==> src/rtl/tlut_pkg.sv <==
// ----------------------------------------------------------------------------
// tlut_pkg
// Shared types and constants for the tool life usage table: command codes,
// fault codes, field widths, controller states and the control bundles.
// ----------------------------------------------------------------------------
package tlut_pkg;

	localparam int TIME_W    = 32;
	localparam int FAULT_W   = 8;
	localparam int PCT_W     = 16;
	localparam int IDX_W     = 3;
	localparam int CMD_W     = 3;
	localparam int SCALE_W   = 7;
	localparam int PROD_W    = TIME_W + SCALE_W;
	localparam int WIDE_W    = TIME_W + PCT_W;

	localparam int SLOT_COUNT_DEF = 8;
	localparam int SWEEP_LAST_DEF = 6;

	localparam logic [SCALE_W-1:0] PERCENT_SCALE = SCALE_W'(100);
	localparam logic [FAULT_W-1:0] CODE_NONE     = FAULT_W'(0);
	localparam logic [FAULT_W-1:0] CODE_OVERTIME = FAULT_W'(1);

	typedef enum logic [CMD_W-1:0] {
		CMD_ADD        = 3'd0,
		CMD_SET_USED   = 3'd1,
		CMD_SET_MAX    = 3'd2,
		CMD_RESET      = 3'd3,
		CMD_SET_FAULT  = 3'd4,
		CMD_SET_ENABLE = 3'd5,
		CMD_QUERY      = 3'd6
	} cmd_t;

	typedef enum logic [2:0] {
		ST_IDLE,
		ST_APPLY,
		ST_SWEEP,
		ST_MUL,
		ST_DIV_START,
		ST_DIV_WAIT,
		ST_EMIT
	} state_t;

	typedef struct packed {
		logic take;
		logic apply;
		logic sweep;
		logic mul;
		logic div_start;
		logic emit;
	} ctrl_t;

	typedef struct packed {
		logic is_enable;
		logic sweep_done;
		logic div_done;
		logic out_free;
	} stat_t;

endpackage

==> src/rtl/tlut_div.sv <==
// ----------------------------------------------------------------------------
// tlut_div
// Serial restoring divider for the usage percentage: one quotient bit per
// cycle, with the saturation case settled by one compare at start.
// ----------------------------------------------------------------------------
module tlut_div (
	input  logic                        clk,
	input  logic                        arst_n,
	input  logic                        start,
	input  logic [tlut_pkg::PROD_W-1:0] dividend,
	input  logic [tlut_pkg::TIME_W-1:0] divisor,
	output logic [tlut_pkg::PCT_W-1:0]  quotient,
	output logic                        done
);

	localparam int CNT_W = $clog2(tlut_pkg::PCT_W);

	logic [tlut_pkg::TIME_W-1:0] rem_q;
	logic [tlut_pkg::PCT_W-1:0]  low_q;
	logic [tlut_pkg::PCT_W-1:0]  quot_q;
	logic [CNT_W-1:0]            cnt_q;
	logic                        busy_q;
	logic                        done_q;
	logic                        sat;
	logic [tlut_pkg::TIME_W:0]   trial;
	logic [tlut_pkg::TIME_W:0]   diff;
	logic                        ge;

	// quotient beyond the output range when dividend >= divisor * 2^16
	assign sat = tlut_pkg::WIDE_W'(dividend) >= {divisor, {tlut_pkg::PCT_W{1'b0}}};

	assign trial = {rem_q, low_q[tlut_pkg::PCT_W-1]};
	assign ge    = trial >= {1'b0, divisor};
	assign diff  = trial - {1'b0, divisor};

	always_ff @(posedge clk or negedge arst_n) begin
		if (!arst_n) begin
			busy_q <= 1'b0;
			done_q <= 1'b0;
		end else if (start) begin
			busy_q <= !sat;
			done_q <= sat;
		end else if (busy_q && cnt_q == '0) begin
			busy_q <= 1'b0;
			done_q <= 1'b1;
		end
	end

	always_ff @(posedge clk) begin
		if (start) begin
			// top part of the dividend is already below the divisor
			rem_q  <= tlut_pkg::TIME_W'(dividend >> tlut_pkg::PCT_W);
			low_q  <= dividend[tlut_pkg::PCT_W-1:0];
			quot_q <= sat ? '1 : '0;
			cnt_q  <= '1;
		end else if (busy_q) begin
			rem_q  <= ge ? diff[tlut_pkg::TIME_W-1:0] : trial[tlut_pkg::TIME_W-1:0];
			low_q  <= {low_q[tlut_pkg::PCT_W-2:0], 1'b0};
			quot_q <= {quot_q[tlut_pkg::PCT_W-2:0], ge};
			cnt_q  <= cnt_q - CNT_W'(1);
		end
	end

	assign quotient = quot_q;
	assign done     = done_q;

endmodule

==> src/rtl/tlut_datapath.sv <==
// ----------------------------------------------------------------------------
// tlut_datapath
// Slot storage, command update logic, enable sweep, percent multiplier and
// divider, and the result register.
// ----------------------------------------------------------------------------
module tlut_datapath #(
	parameter int SLOT_COUNT = tlut_pkg::SLOT_COUNT_DEF,
	parameter int SWEEP_LAST = tlut_pkg::SWEEP_LAST_DEF
) (
	input  logic                         clk,
	input  logic                         arst_n,
	input  tlut_pkg::ctrl_t              ctrl,
	output tlut_pkg::stat_t              stat,
	input  logic [tlut_pkg::CMD_W-1:0]   command,
	input  logic [tlut_pkg::IDX_W-1:0]   tool_index,
	input  logic [tlut_pkg::TIME_W-1:0]  operand_value,
	output logic                         out_valid,
	input  logic                         out_ready,
	output logic [tlut_pkg::TIME_W-1:0]  used_time,
	output logic [tlut_pkg::TIME_W-1:0]  limit_time,
	output logic [tlut_pkg::PCT_W-1:0]   usage_percent,
	output logic [tlut_pkg::FAULT_W-1:0] fault_code,
	output logic                         over_limit,
	output logic                         pickable,
	output logic                         tracking_on
);

	// only slots reachable through the index field are kept
	localparam int IDX_SPAN   = 1 << tlut_pkg::IDX_W;
	localparam int SLOT_STORE = (SLOT_COUNT < IDX_SPAN) ? SLOT_COUNT : IDX_SPAN;
	localparam int AW         = $clog2(SLOT_STORE);
	localparam int SWEEP_END  = (SWEEP_LAST < SLOT_STORE - 1) ? SWEEP_LAST : SLOT_STORE - 1;

	logic [tlut_pkg::TIME_W-1:0]  used_q  [SLOT_STORE];
	logic [tlut_pkg::TIME_W-1:0]  limit_q [SLOT_STORE];
	logic [tlut_pkg::FAULT_W-1:0] fault_q [SLOT_STORE];
	logic                         track_q;
	logic [AW-1:0]                sweep_q;

	tlut_pkg::cmd_t               cmd_q;
	logic [tlut_pkg::IDX_W-1:0]   idx_q;
	logic [tlut_pkg::TIME_W-1:0]  val_q;

	logic [tlut_pkg::PROD_W-1:0]  product_q;
	logic [tlut_pkg::TIME_W-1:0]  snap_used_q;
	logic [tlut_pkg::TIME_W-1:0]  snap_limit_q;
	logic [tlut_pkg::FAULT_W-1:0] snap_fault_q;
	logic                         snap_ok_q;
	logic                         out_valid_q;

	logic [AW-1:0]                slot_a;
	logic                         ok;
	logic [tlut_pkg::TIME_W-1:0]  rd_used;
	logic [tlut_pkg::TIME_W-1:0]  rd_limit;
	logic [tlut_pkg::FAULT_W-1:0] rd_fault;
	logic [tlut_pkg::TIME_W:0]    sum;
	logic [tlut_pkg::TIME_W-1:0]  upd_used;
	logic [tlut_pkg::TIME_W-1:0]  upd_limit;
	logic [tlut_pkg::FAULT_W-1:0] upd_fault;
	logic [tlut_pkg::FAULT_W-1:0] sw_fault;
	logic [tlut_pkg::PCT_W-1:0]   quotient;
	logic                         div_done;

	assign slot_a   = idx_q[AW-1:0];
	assign ok       = 32'(idx_q) < 32'(SLOT_COUNT);
	assign rd_used  = used_q[slot_a];
	assign rd_limit = limit_q[slot_a];
	assign rd_fault = fault_q[slot_a];
	assign sum      = {1'b0, rd_used} + {1'b0, val_q};

	always_comb begin
		upd_used  = rd_used;
		upd_limit = rd_limit;
		upd_fault = rd_fault;
		case (cmd_q)
			tlut_pkg::CMD_ADD: begin
				upd_used = sum[tlut_pkg::TIME_W] ? '1 : sum[tlut_pkg::TIME_W-1:0];
			end
			tlut_pkg::CMD_SET_USED: begin
				upd_used = val_q;
				if (rd_fault == tlut_pkg::CODE_OVERTIME && val_q < rd_limit) begin
					upd_fault = tlut_pkg::CODE_NONE;
				end
			end
			tlut_pkg::CMD_SET_MAX: begin
				upd_limit = val_q;
				if (rd_used >= val_q) begin
					if (rd_fault == tlut_pkg::CODE_NONE && track_q) begin
						upd_fault = tlut_pkg::CODE_OVERTIME;
					end
				end else if (rd_fault == tlut_pkg::CODE_OVERTIME) begin
					upd_fault = tlut_pkg::CODE_NONE;
				end
			end
			tlut_pkg::CMD_RESET: begin
				upd_used  = '0;
				upd_fault = tlut_pkg::CODE_NONE;
			end
			tlut_pkg::CMD_SET_FAULT: begin
				upd_fault = val_q[tlut_pkg::FAULT_W-1:0];
			end
			default: begin
			end
		endcase
	end

	// one slot of the enable sweep per cycle
	always_comb begin
		sw_fault = fault_q[sweep_q];
		if (track_q) begin
			if (fault_q[sweep_q] == tlut_pkg::CODE_NONE &&
			    used_q[sweep_q] >= limit_q[sweep_q]) begin
				sw_fault = tlut_pkg::CODE_OVERTIME;
			end
		end else if (fault_q[sweep_q] == tlut_pkg::CODE_OVERTIME) begin
			sw_fault = tlut_pkg::CODE_NONE;
		end
	end

	always_ff @(posedge clk or negedge arst_n) begin
		if (!arst_n) begin
			for (int i = 0; i < SLOT_STORE; i++) begin
				used_q[i]  <= '0;
				limit_q[i] <= '0;
				fault_q[i] <= tlut_pkg::CODE_NONE;
			end
			track_q <= 1'b1;
			sweep_q <= '0;
		end else begin
			if (ctrl.apply) begin
				if (cmd_q == tlut_pkg::CMD_SET_ENABLE) begin
					track_q <= val_q[0];
				end else if (ok) begin
					used_q[slot_a]  <= upd_used;
					limit_q[slot_a] <= upd_limit;
					fault_q[slot_a] <= upd_fault;
				end
				sweep_q <= AW'(1);
			end
			if (ctrl.sweep) begin
				fault_q[sweep_q] <= sw_fault;
				sweep_q          <= sweep_q + AW'(1);
			end
		end
	end

	always_ff @(posedge clk) begin
		if (ctrl.take) begin
			cmd_q <= tlut_pkg::cmd_t'(command);
			idx_q <= tool_index;
			val_q <= operand_value;
		end
		if (ctrl.mul) begin
			product_q    <= tlut_pkg::PROD_W'(rd_used) * tlut_pkg::PROD_W'(tlut_pkg::PERCENT_SCALE);
			snap_used_q  <= rd_used;
			snap_limit_q <= rd_limit;
			snap_fault_q <= rd_fault;
			snap_ok_q    <= ok;
		end
	end

	tlut_div u_div (
		.clk      (clk),
		.arst_n   (arst_n),
		.start    (ctrl.div_start),
		.dividend (product_q),
		.divisor  (snap_limit_q),
		.quotient (quotient),
		.done     (div_done)
	);

	// result register
	always_ff @(posedge clk or negedge arst_n) begin
		if (!arst_n) begin
			out_valid_q <= 1'b0;
		end else if (ctrl.emit) begin
			out_valid_q <= 1'b1;
		end else if (out_ready) begin
			out_valid_q <= 1'b0;
		end
	end

	always_ff @(posedge clk) begin
		if (ctrl.emit) begin
			tracking_on <= track_q;
			if (snap_ok_q) begin
				used_time     <= snap_used_q;
				limit_time    <= snap_limit_q;
				usage_percent <= (snap_limit_q == '0) ? '0 : quotient;
				fault_code    <= snap_fault_q;
				over_limit    <= track_q && (snap_used_q > snap_limit_q);
				pickable      <= (snap_fault_q == tlut_pkg::CODE_NONE) ||
				                 (snap_fault_q == tlut_pkg::CODE_OVERTIME);
			end else begin
				used_time     <= '0;
				limit_time    <= '0;
				usage_percent <= '0;
				fault_code    <= '0;
				over_limit    <= 1'b0;
				pickable      <= 1'b0;
			end
		end
	end

	assign out_valid = out_valid_q;

	assign stat.is_enable  = (cmd_q == tlut_pkg::CMD_SET_ENABLE);
	assign stat.sweep_done = (sweep_q == AW'(SWEEP_END));
	assign stat.div_done   = div_done;
	assign stat.out_free   = !out_valid_q || out_ready;

endmodule

==> src/rtl/tlut_ctrl.sv <==
// ----------------------------------------------------------------------------
// tlut_ctrl
// Controller state machine: sequences command apply, enable sweep,
// percent multiply and divide, and result hand-off.
// ----------------------------------------------------------------------------
module tlut_ctrl (
	input  logic            clk,
	input  logic            arst_n,
	input  logic            in_valid,
	output logic            in_ready,
	input  tlut_pkg::stat_t stat,
	output tlut_pkg::ctrl_t ctrl
);

	tlut_pkg::state_t state_q;
	tlut_pkg::state_t state_nxt;

	always_ff @(posedge clk or negedge arst_n) begin
		if (!arst_n) begin
			state_q <= tlut_pkg::ST_IDLE;
		end else begin
			state_q <= state_nxt;
		end
	end

	always_comb begin
		state_nxt = state_q;
		unique case (state_q)
			tlut_pkg::ST_IDLE: begin
				if (in_valid) state_nxt = tlut_pkg::ST_APPLY;
			end
			tlut_pkg::ST_APPLY: begin
				state_nxt = stat.is_enable ? tlut_pkg::ST_SWEEP : tlut_pkg::ST_MUL;
			end
			tlut_pkg::ST_SWEEP: begin
				if (stat.sweep_done) state_nxt = tlut_pkg::ST_MUL;
			end
			tlut_pkg::ST_MUL: begin
				state_nxt = tlut_pkg::ST_DIV_START;
			end
			tlut_pkg::ST_DIV_START: begin
				state_nxt = tlut_pkg::ST_DIV_WAIT;
			end
			tlut_pkg::ST_DIV_WAIT: begin
				if (stat.div_done) state_nxt = tlut_pkg::ST_EMIT;
			end
			tlut_pkg::ST_EMIT: begin
				if (stat.out_free) state_nxt = tlut_pkg::ST_IDLE;
			end
			default: begin
				state_nxt = tlut_pkg::ST_IDLE;
			end
		endcase
	end

	always_comb begin
		ctrl     = '0;
		in_ready = 1'b0;
		unique case (state_q)
			tlut_pkg::ST_IDLE: begin
				in_ready  = 1'b1;
				ctrl.take = in_valid;
			end
			tlut_pkg::ST_APPLY:     ctrl.apply     = 1'b1;
			tlut_pkg::ST_SWEEP:     ctrl.sweep     = 1'b1;
			tlut_pkg::ST_MUL:       ctrl.mul       = 1'b1;
			tlut_pkg::ST_DIV_START: ctrl.div_start = 1'b1;
			tlut_pkg::ST_DIV_WAIT: begin
			end
			tlut_pkg::ST_EMIT:      ctrl.emit      = stat.out_free;
			default: begin
			end
		endcase
	end

endmodule

==> src/rtl/tool_life_usage_table.sv <==
// ----------------------------------------------------------------------------
// tool_life_usage_table
// Tool slot table of used time, limit time and fault code with a global
// tracking flag; each command reports one slot after it is applied.
//
//   channel  signals                                     direction
//   in       in_valid/in_ready, command, tool_index,     into block
//            operand_value
//   out      out_valid/out_ready, used_time, limit_time, out of block
//            usage_percent, fault_code, over_limit,
//            pickable, tracking_on
//
// One transaction at a time, in order: apply, enable sweep (1 cycle per swept
// slot), multiply, divider start, divider wait (done at start when the
// percentage saturates or the limit is zero, else one quotient bit a cycle)
// and hand-off, where out_valid rises; the controller then returns to idle
// to accept the next command.
// A result waiting in the output register does not stop the next accept;
// the block stalls in hand-off only when the output register is still full.
// Reset clears all slots and sets tracking on; no clearing pass is needed.
// ----------------------------------------------------------------------------
module tool_life_usage_table #(
	parameter int SLOT_COUNT = tlut_pkg::SLOT_COUNT_DEF,
	parameter int SWEEP_LAST = tlut_pkg::SWEEP_LAST_DEF
) (
	input  logic                         clk,
	input  logic                         arst_n,
	input  logic                         in_valid,
	output logic                         in_ready,
	input  logic [tlut_pkg::CMD_W-1:0]   command,
	input  logic [tlut_pkg::IDX_W-1:0]   tool_index,
	input  logic [tlut_pkg::TIME_W-1:0]  operand_value,
	output logic                         out_valid,
	input  logic                         out_ready,
	output logic [tlut_pkg::TIME_W-1:0]  used_time,
	output logic [tlut_pkg::TIME_W-1:0]  limit_time,
	output logic [tlut_pkg::PCT_W-1:0]   usage_percent,
	output logic [tlut_pkg::FAULT_W-1:0] fault_code,
	output logic                         over_limit,
	output logic                         pickable,
	output logic                         tracking_on
);

	tlut_pkg::ctrl_t ctrl;
	tlut_pkg::stat_t stat;

	tlut_ctrl u_ctrl (
		.clk      (clk),
		.arst_n   (arst_n),
		.in_valid (in_valid),
		.in_ready (in_ready),
		.stat     (stat),
		.ctrl     (ctrl)
	);

	tlut_datapath #(
		.SLOT_COUNT (SLOT_COUNT),
		.SWEEP_LAST (SWEEP_LAST)
	) u_datapath (
		.clk           (clk),
		.arst_n        (arst_n),
		.ctrl          (ctrl),
		.stat          (stat),
		.command       (command),
		.tool_index    (tool_index),
		.operand_value (operand_value),
		.out_valid     (out_valid),
		.out_ready     (out_ready),
		.used_time     (used_time),
		.limit_time    (limit_time),
		.usage_percent (usage_percent),
		.fault_code    (fault_code),
		.over_limit    (over_limit),
		.pickable      (pickable),
		.tracking_on   (tracking_on)
	);

endmodule

==> config.mk <==
export PLATFORM = sky130hd
export DESIGN_NAME = tool_life_usage_table
export DESIGN_NICKNAME = d
export VERILOG_FILES = /design/src/rtl/tlut_pkg.sv /design/src/rtl/tlut_div.sv /design/src/rtl/tlut_datapath.sv /design/src/rtl/tlut_ctrl.sv /design/src/rtl/tool_life_usage_table.sv
export SDC_FILE = /design/constraint.sdc
export NUM_CORES = 2
export LEC_CHECK = 0
export BUFFER_PORTS_ARGS = -buffer_cell sky130_fd_sc_hd__buf_2
export CAP_MARGIN = 40
export CORE_MARGIN = 1
export CORE_UTILIZATION = 43
export DETAILED_ROUTE_END_ITERATION = 12
export GPL_TIMING_DRIVEN = 0
export MAX_ROUTING_LAYER = met4
export PLACE_DENSITY_LB_ADDON = 0.2
export SLEW_MARGIN = 10
export SYNTH_ARGS = -nofsm -noshare
export SYNTH_HDL_FRONTEND = slang
export SYNTH_SLANG_ARGS = --single-unit
==> constraint.sdc <==
create_clock -name clk -period 7.8 [get_ports clk]
set_input_delay 0.39 -clock clk [delete_from_list [all_inputs] [get_ports clk]]
set_output_delay 0.39 -clock clk [all_outputs]
set_load 0.02 [all_outputs]
==> metrics.cfg <==
[global_routing]
grt_max_degree=100
grt_usage_pct=38.53
grt_pass1_vias=42952
grt_pass1_wl_um=311300
antenna_found_initial=20
overflow=0

[timing]
finalHoldViolations=0
fin_setup_tns_ns=0
slew_headroom_pct=32.15
setup_violations=0
fin_crit_sh_pct=99.33
fin_hold_ws_ns=0.03154
max_freq_mhz=129.1
finClkSkew_ns=0.04995
post-route-min-period_ns=7.748
worst_pin_slew_ns=1.018
final.setup.worst_slack_ns=0.05225
maxSlewViolCount=0

[cts]
clk_pin_slew_ns=0.06
clock-sinks=887
htree_levels=3
clock_latency_ns=0.74
numCtsBuffers=99
clock_path_buffers=3
cts_tree=done
cts_root_buffer=clkbuf_16

[power_and_ir_drop]
leakagePower_nw=24.95
p_clk_share_pct=18.6
swShare_pct=45.75
power.internal_mw=14.28
p_per_area_nw_per_um2=455.9
finalPower_mw=26.33
seqPwrFrac_pct=33.8
combPwrFrac_pct=47.6
peakVddDrop_mv=0.2728
switching_power_mw=12.05

[logic_synthesis]
synth.most_common_cell=nand2_1
yosys-top-cells-count=nand2_1, o21ai_0, dfrtp_1, a22oi_1, ha_1
netlist_instances=4969
yosysTopAreaCellShare_pct=29.66
synth_cell_types=94
syn_area_per_cell_um2=9.934
synth_area_leaders=dfrtp_1, edfxtp_1, ha_1
synth_edf_count=288
syn-num-nets=5372
synth_top_cell_by_area=dfrtp_1
async_flop_share_pct=66.07
synth_area_um2=49360
ys_ff_latch=887
ys_seq_area_share_pct=47.76
yosysWarnings=0
ys_dominant_reg_cell=dfrtp_1

[final_layout]
fin_util_pct=51.06
layout.nets=5792
layout-drive-gt1-share_pct=12.02
syn_to_final_growth_pct=17.00

[die]
die-area_um2=116200
die_w_um=340.8
ios=135
initial_utilization_pct=43.64
rows=123
die_h_um=340.8
core_area_um2=113100

[setup_path]
endpoint_kind=flip-flop
crit_required_ns=8.24
cp_common_cell=buf_6
worstPathArrival_ns=8.19
crit_slowest_cell=fa_1
critPathMaxFanout=10
critPathKind=reg2reg
cp-start-kind=flip-flop
slowest_delay_ns=0.51

[hold_path]
min_path_type=in2reg

[run]
cap_violations=0

[place]
pre_cts_ws_ns=-1.537
gp_congestion=1.091
portBuffers=134
dp_hpwl_um=164000

[detailed_routing]
drc=0
routed_wl_um=220400
viasPerCell=6.510
drt_iter0_drc=6862
vias=45580
routedWlPerCell_um=31.48
firstDrtPassIters=13
ant_nets=0

[status]
status=finished, final reports clean

through the flow:
step / std cells / area [µm²]
after floorplan: 4969 / 49360
final: 7001 / 57750
after CTS: 6960 / 57510
after global routing: 6995 / 57740
after global placement: 6603 / 51910
after detailed placement: 6731 / 53660
power by group through the flow:
stage	logic, mW	clock network (mW)	registers [mW]
2_1_floorplan	7.58	0	8.27
3_3_place_gp	11.2	0	8.89
3_5_place_dp	11.8	0	8.84
4_1_cts	12.0	4.90	8.78
5_1_grt	13.5	5.09	9.04
6_report	12.5	4.89	8.90
cell usage in the layout, fill, tap and decap left out, types with 27 or more instances in the layout:
cell / count
nand2_1: 717
o21ai_0: 603
dfrtp_1: 585
a22oi_1: 361
ha_1: 332
edfxtp_1: 288
inv_1: 279
clkbuf_1: 238
a21oi_1: 180
nor2_1: 158
buf_2: 151
clkbuf_16: 100
nand4_1: 83
a221oi_1: 79
mux2i_1: 69
buf_6: 65
a22o_1: 62
xnor2_1: 58
mux2_2: 56
nand3_1: 54
and3_1: 50
o21ai_1: 50
a21o_1: 49
buf_8: 40
dlygate4sd3_1: 39
nor3_1: 37
nor2b_1: 36
buf_4: 33
o21a_1: 32
buf_1: 31
nand2b_1: 31
diode_2: 29
fa_1: 29
clkinv_2: 29
a21oi_2: 27
area by class of cell:
type | count | area (µm²)
inverters | 280 | 1051
multi-input cells | 3505 | 23730
repair buffers | 321 | 2907
clock buffers | 125 | 2726
fillers | 10331 | 55360
flip-flops and latches | 887 | 23570
plain buffers | 295 | 1212
well taps | 1500 | 1877
clock inverters | 59 | 604.3
diodes | 29 | 72.57
routing by layer:
metal / track usage [%] / vias to the layer above / part of all wire [%]
li1: - / 19141 / -
met2: 54.79 / 3290 / 42
met5: - / - / 0
met3: 13.54 / 976 / 13
met4: 26.21 / 0 / 8.4
met1: 45.66 / 22173 / 36
worst max-delay path: cells and delay by family, from the launching register on:
family / cells / cell delay [ns]
adder cells (fa/ha/maj): 4 / 1.41
AND/OR/NAND/NOR: 4 / 1.03
AO/OA/AOI/OAI: 8 / 2.23
XOR/XNOR: 1 / 0.16
flip-flops: 1 / 0.41
buffers and inverters: 11 / 2.19
registers in the layout, indices dropped and copies added, names as in the netlist, 4 cells and up:
| signal | count |
|---|---|
| u_datapath.u_div.low_q | 14 |
| u_datapath.snap_fault_q | 8 |
| u_datapath.used_time | 32 |
| u_datapath.used_q | 256 |
| u_datapath.usage_percent | 16 |
| u_datapath.product_q | 34 |
| u_datapath.fault_code | 8 |
| u_datapath.limit_q | 256 |
| u_datapath.snap_used_q | 32 |
| u_datapath.u_div.quotient | 16 |
| u_datapath.fault_q | 64 |
| u_datapath.snap_limit_q | 32 |
| u_datapath.u_div.rem_q | 32 |
| u_datapath.u_div.cnt_q | 4 |
| u_datapath.val_q | 32 |
| u_datapath.limit_time | 32 |
cell families after synthesis:
family | synth area share [%]
compound gates | 21.75
xor+xnor | 1.490
fa+ha+maj | 9.591
buf+inv | 4.491
flops | 47.76
mux | 3.270
simple gates | 11.65
timing repair:
item,CTS,global route
endpoints found under the hold margin,111,0
hold buffers,39,0
pin swaps,2,2
buffers inserted,7,7
resized for setup,22,27
cloned,0,0
setup endpoints to repair,263,11
worst paths after layout:
kind / slack, ns / startpoint / cells past startpoint / endpoint
worst max-delay path: 0.05 / u_datapath.idx_q[2] / 28 / u_datapath.product_q[37]
worst min-delay path: 0.03 / out_ready / 3 / u_datapath.out_valid
worst max register to register: 0.05 / u_datapath.idx_q[2] / 28 / u_datapath.product_q[37]
worst min register to register: 0.42 / u_datapath.snap_fault_q[0] / 0 / u_datapath.fault_code[0]
max in group asynchronous: 5.74 / arst_n / 5 / u_datapath.u_div.busy_q
min in group asynchronous: 0.24 / arst_n / 2 / u_datapath.fault_q[41]
Power figures use the tool's default switching activity.
